--- config.mk ---
export PLATFORM = sky130hd
export DESIGN_NAME = gbba_grp_div
export DESIGN_NICKNAME = d
export VERILOG_FILES = /design/src/design/gbba_pkg.sv /design/src/design/gbba_grp_div.sv
export SDC_FILE = /design/constraint.sdc
export NUM_CORES = 1
export LEC_CHECK = 0
export BUFFER_PORTS_ARGS = -buffer_cell sky130_fd_sc_hd__buf_2
export CORE_UTILIZATION = 37
export CTS_CLUSTER_DIAMETER = 80
export DETAILED_ROUTE_END_ITERATION = 7
export HOLD_SLACK_MARGIN = 0.15
export PLACE_DENSITY_LB_ADDON = 0.2
export SETUP_SLACK_MARGIN = 0.02
export SLEW_MARGIN = 20
export SYNTH_ARGS = -nofsm -noshare
export SYNTH_HDL_FRONTEND = slang
export SYNTH_SLANG_ARGS = --single-unit
--- constraint.sdc ---
create_clock -name clk_i -period 3.8 [get_ports clk_i]
set_clock_uncertainty 0.15 [all_clocks]
set_input_delay 0 -clock clk_i [delete_from_list [all_inputs] [get_ports clk_i]]
set_output_delay 0 -clock clk_i [all_outputs]
set_load 0.02 [all_outputs]
--- src/design/gbba_pkg.sv ---
package gbba_pkg;

  localparam int MAX_GROUPS  = 16;
  localparam int MAX_BPG     = 8192;
  localparam int WORD_W      = 32;
  localparam int BM_DEPTH    = MAX_GROUPS * MAX_BPG / WORD_W;
  localparam int GRP_W       = $clog2(MAX_GROUPS);
  localparam int GCNT_W      = $clog2(MAX_GROUPS + 1);
  localparam int WPG_W       = $clog2(MAX_BPG / WORD_W);
  localparam int BIT_W       = $clog2(WORD_W);
  localparam int IDX_W       = $clog2(MAX_BPG);
  localparam int BM_AW       = GRP_W + WPG_W;
  localparam int BPG_W       = 14;
  localparam int BLK_W       = 18;
  localparam int CFG_IDX_W   = 2;
  localparam int CFG_DATA_W  = 14;

  localparam logic [CFG_IDX_W-1:0] CFG_GROUP_COUNT = 2'd0;
  localparam logic [CFG_IDX_W-1:0] CFG_BLOCKS_PER_GROUP = 2'd1;
  localparam logic [CFG_IDX_W-1:0] CFG_FIRST_DATA_BLOCK = 2'd2;

  localparam logic REQ_ALLOC = 1'b0;
  localparam logic REQ_FREE  = 1'b1;

  typedef enum logic [1:0] {
    STAT_OK       = 2'd0,
    STAT_FULL     = 2'd1,
    STAT_RANGE    = 2'd2,
    STAT_NOT_USED = 2'd3
  } status_e;

  typedef struct packed {
    logic             done;
    logic             oor;
    logic [GRP_W-1:0] quot;
    logic [BPG_W-1:0] rem;
  } div_res_t;

endpackage

--- src/design/gbba_grp_div.sv ---
module gbba_grp_div import gbba_pkg::*; (
  input  logic              clk_i,
  input  logic              rst_ni,
  input  logic              start_i,
  input  logic [BLK_W-1:0]  dividend_i,
  input  logic [BPG_W-1:0]  divisor_i,
  input  logic [GCNT_W-1:0] limit_i,
  output div_res_t          res_o
);

  logic              busy_q;
  logic [BLK_W-1:0]  rem_q;
  logic [BPG_W-1:0]  div_q;
  logic [GCNT_W-1:0] lim_q;
  logic [GRP_W-1:0]  cnt_q;
  logic              fits;
  logic              at_lim;

  // one compare and subtract per cycle; quotient bounded by the limit
  always_comb begin
    fits       = rem_q < BLK_W'(div_q);
    at_lim     = GCNT_W'(cnt_q) == (lim_q - 1'b1);
    res_o.done = busy_q && (fits || at_lim);
    res_o.oor  = !fits;
    res_o.quot = cnt_q;
    res_o.rem  = rem_q[BPG_W-1:0];
  end

  always_ff @(posedge clk_i or negedge rst_ni) begin
    if (!rst_ni) begin
      busy_q <= 1'b0;
    end else if (start_i) begin
      busy_q <= 1'b1;
    end else if (res_o.done) begin
      busy_q <= 1'b0;
    end
  end

  always_ff @(posedge clk_i) begin
    if (start_i) begin
      rem_q <= dividend_i;
      div_q <= divisor_i;
      lim_q <= limit_i;
      cnt_q <= '0;
    end else if (busy_q && !res_o.done) begin
      rem_q <= rem_q - BLK_W'(div_q);
      cnt_q <= cnt_q + 1'b1;
    end
  end

endmodule

-- Word-level counts from Yosys, hierarchy flattened
Cells that the tools add are included.
- register bits after elaboration: 42
- bits of input ports: 40
- word-level logic and storage cells: 21
- $add $sub $neg: 3
- order comparisons: 1
- eq/ne operators: 1
- multiplexer cells: 4
- reduce and logical (&&, ||, !) cells: 7
- operator list (cell ; count):
    two-way mux 18 bit ; 2
    less-than comparator 18 x 14 -> 1 bit ; 1
    subtractor 18 x 14 -> 18 bit ; 1
    equality test 4 x 5 -> 1 bit ; 1
    subtractor 5 x 1 -> 5 bit, second input constant ; 1
    adder 4 x 1 -> 4 bit, second input constant ; 1
    nonzero test 2 bit ; 2
    logical AND 1 bit ; 2
    zero test 1 bit ; 2
    two-way mux 1 bit ; 2
    logical OR 1 bit ; 1

-- Longest topological paths before layout
- depth in word-level cells: 8
- depth in mapped cells: 9
- gate-level depth less buffers: 9

-- Worst setup path after synthesis
Ideal clock, no wire load.
- path kind: reg2reg
- start: reg rem_q[0]
- end: reg rem_q[0], enable pin
- data arrival time: 2.153 ns
- required time: 3.275 ns
- slack: 1.122 ns
- cell stages (with the launch flop): 9
- buffers on the path: 0
- cells stage by stage: edfxtp_1 > inv_1 > ha_1 > fa_1 > nor2b_1 > o31ai_1 > a211oi_2 > o211ai_4 > nand2_1
- word-level cells in the longest chain between the ends: 6
- RTL lines (element ; RTL line ; RTL):
    start: declaration ; gbba_grp_div.sv:12 ; logic [BLK_W-1:0] rem_q;
    start signal: assignment ; gbba_grp_div.sv:41 ; rem_q <= dividend_i;
    start signal: assignment ; gbba_grp_div.sv:46 ; rem_q <= rem_q - BLK_W'(div_q);
    less-than comparator 18 x 14 -> 1 bit ; gbba_grp_div.sv:21 ; fits = rem_q < BLK_W'(div_q);
    logical OR 1 bit ; gbba_grp_div.sv:23 ; res_o.done = busy_q && (fits || at_lim);
    logical AND 1 bit ; gbba_grp_div.sv:23 ;
    zero test 1 bit ; gbba_grp_div.sv:45 ; end else if (busy_q && !res_o.done) begin
    logical AND 1 bit ; gbba_grp_div.sv:45 ;
    nonzero test 2 bit (no line) ; - ;
Every way passes these cells.
A chain may end at the register's enable or synchronous reset.

-- Final worst setup path
- start: reg rem_q[2]
- end: reg rem_q[16] (data pin)
- word-level cells in the longest chain between the ends: 3
- RTL lines (element ; RTL line ; RTL):
    subtractor 18 x 14 -> 18 bit ; gbba_grp_div.sv:46 ;
    two-way mux 18 bit ; gbba_grp_div.sv:45 ;
    two-way mux 18 bit ; gbba_grp_div.sv:40 ; if (start_i) begin
Every way passes these cells. The select of a mux whose other input is x is not followed.

==> results.py <==
metrics = {
    "status": {
        "outcome": "finished, final reports clean",
    },
    "logic_synthesis": {
        "yosysWarningCount": 0,
        "synth_commonest_cells": "edfxtp_1 (37), o21ai_0 (25), nand2_1 (23)",
        "syn_inst": 260,
        "synth_top_area_share_pct": 42.3,
        "syn_nets": 317,
        "postSynthAreaPerCell_um2": 10.1,
        "synthTopCellsByArea": "edfxtp_1 (42%), ha_1 (7.6%), o21ai_0 (4.8%)",
        "yosysMostFrequentCell": "edfxtp_1",
        "synth-edff-count": 37,
        "dominantRegCellSynth": "edfxtp_1",
        "syn_area_um2": 2630,
        "ys_async_sr_fraction_pct": 2.38,
        "ys_seq_area_share_pct": 46.3,
        "ys_types": 50,
        "yosysTopAreaCell": "edfxtp_1",
        "ys_ff_latch": 42,
    },
    "cts": {
        "cts_root_buf": "clkbuf_8",
        "post_cts_resized": 0,
        "postCtsHoldBufs": 43,
        "cts_made_buffers": 5,
        "clockBufferDepth": 2,
        "clk_latency_ps": 300,
        "htreeDepth": 2,
        "cts.clk_slew.worst_paths_ps": 90,
        "clkSinkCount": 42,
        "cts_tree": "done",
        "post_cts_buffers": 0,
    },
    "power": {
        "p_sw_share_pct": 41.8,
        "peakVddDrop_mv": 0.296,
        "p_total_uw": 2300,
        "seq_power_share_pct": 33.2,
        "p_int_uw": 1340,
        "netSwitchingPower_uw": 960,
        "p_leak_uw": 0.00147,
        "power.share.clock_pct": 13.0,
        "p_comb_share_pct": 53.9,
        "pwr_density_cell_nw_per_um2": 668,
    },
    "finish": {
        "num-fill-cells": 685,
        "layout.nets": 408,
        "drive_above_1_share_pct": 21.9,
        "synthToLayoutAreaGrowth_pct": 31.0,
        "n_antenna_cell": 0,
    },
    "sta": {
        "hold_viol": 0,
        "finalSetupTns_ps": 0,
        "rsz0062_at_grt": "false",
        "period_share_pct": 87.4,
        "tightest_slew_ps": 567,
        "fmax_ghz": 0.301,
        "finalCriticalPeriod_ps": 3320,
        "whs_ps": 254,
        "slew_headroom_pct": 61.9,
        "finalSetupViolCount": 0,
        "drv_slew": 0,
    },
    "drt": {
        "first_pass_iters": 4,
        "drcViolationCount": 0,
        "wl_per_cell_um": 12.9,
        "dr_total_vias": 2170,
        "wirelength_um": 5760,
        "via_per_inst": 4.84,
        "ant_nets": 0,
        "drt_iter0_markers": 82,
    },
    "worst_setup_path": {
        "cp_max_fo": 4,
        "arrival_ps": 3220,
        "critical_path.startpoint": "rem_q[2]",
        "start_kind": "register",
        "r2r_start": "rem_q[2]",
        "reg2reg_to": "rem_q[16]",
        "end_kind": "register",
        "reg2reg_depth": 8,
        "worstPathRequired_ps": 3700,
        "reg2reg_setup_slack_ps": 480,
        "critical_path_class": "register to register",
    },
    "die": {
        "fp.dieW_um": 86.3,
        "ios": 60,
        "die_y_um": 86.3,
        "core.rowCount": 30,
        "initial_core_util_pct": 38.4,
        "core-area_um2": 6830,
        "dieArea_um2": 7440,
    },
    "global_route": {
        "grt_pass1_wl_um": 9670,
        "grt_max_degree": 53,
        "antenna_found_initial": 0,
        "globalRoute.totalOverflow": 0,
        "grt_pass1_vias": 2234,
        "grt_use_total_pct": 16.7,
    },
    "min_path": {
        "min-delay-start": "limit_i[2]",
        "min_to": "lim_q[2]",
        "hold_path_depth": 2,
        "holdCritPathClass": "input port to register",
    },
    "place": {
        "gp_congestion": 0.830,
        "dp_hpwl_um": 4060,
        "portBuffers": 59,
    },
    "flow_run": {
        "maxCapViolations": 0,
    },
}
-- sequential cells by signal, summed over array words and instances (netlist names) --
signal and count:
div_q 14, lim_q 5, busy_q 1, rem_q 18, cnt_q 4
-- logic make-up (layout without fill, tap and decap cells) --
logic type	Yosys count	in the layout	share of synthesized area [%]
compound gates	65	65	15.8
xor+xnor	19	19	6.34
fa+ha+maj	17	17	8.38
buf+inv	43	135	8.53
flops	42	42	46.3
mux	3	3	1.24
simple gates	71	71	13.4
-- layout make-up --
cell class              instances  area (um2)  area share [%]
clock buffers                   6        72.6            2.11
clock inverters                 2        13.8           0.400
inverters                      22        82.6            2.40
multi-input cells             175        1190            34.5
flip-flops and latches         42        1220            35.4
well taps                      96         120            3.49
repair buffers                105         748            21.8
-- critical path: stages (launching register included) --
cell,delay (ps)
edfxtp_1,390
ha_1,360
nor2b_1,160
o31ai_1,480
a211oi_2,230
nor4_1,360
xor2_1,120
mux2_2,270
dlygate4sd3_1,560
-- worst max path at each step --
stage / end / slack, ps / cells past startpoint
detailed placement: rem_q[1] / 770 / 9
CTS: rem_q[16] / 440 / 8
global route: rem_q[16] / 240 / 10
finish: rem_q[16] / 480 / 8
floorplan: rem_q[0] / 1120 / 8
global placement: rem_q[2] / 880 / 9
-- power by group through the flow --
stage / clock [uW] / combinational, uW / sequential [uW]
4_1_cts: 307 / 1240 / 764
3_5_place_dp: 0 / 1180 / 774
2_1_floorplan: 0 / 966 / 766
3_3_place_gp: 0 / 1180 / 771
6_report: 298 / 1240 / 762
5_1_grt: 326 / 1380 / 778
-- per-layer routing --
layer	track usage, %	part of all wire [%]	vias up
met4	5.15	1.1	0
li1	-	-	1100
met5	0	0	-
met3	3.71	5.1	5
met1	21.5	48	1004
met2	28.1	46	61
-- metrics by stage --
step                      instance area, um2  util [%]  setup WS [ps]  cells
after floorplan                         2630         -           1120    260
after global placement                  2920      42.8            879    397
after detailed placement                2920      42.8            767    397
after CTS                               3440      50.3            438    448
after global routing                    3440      50.3            244    448
final                                   3440      50.3            479    448
-- placed cells by master (no fill, tap or decap), types with 3 or more instances in the layout --
cell type and instances:
nand2_1 23, buf_4 3, xnor2_1 12, xor2_1 7, and3_1 4, a21o_1 4
nand3_1 4, nor2_1 14, clkbuf_8 5, nand2b_1 4, ha_1 16, buf_2 59
nand4_1 4, a21oi_1 15, inv_1 21, dfxtp_1 4, dlygate4sd3_1 43, o21ai_0 25
a211oi_1 4, edfxtp_1 37
No activity file was read; power rests on OpenSTA's default activity.
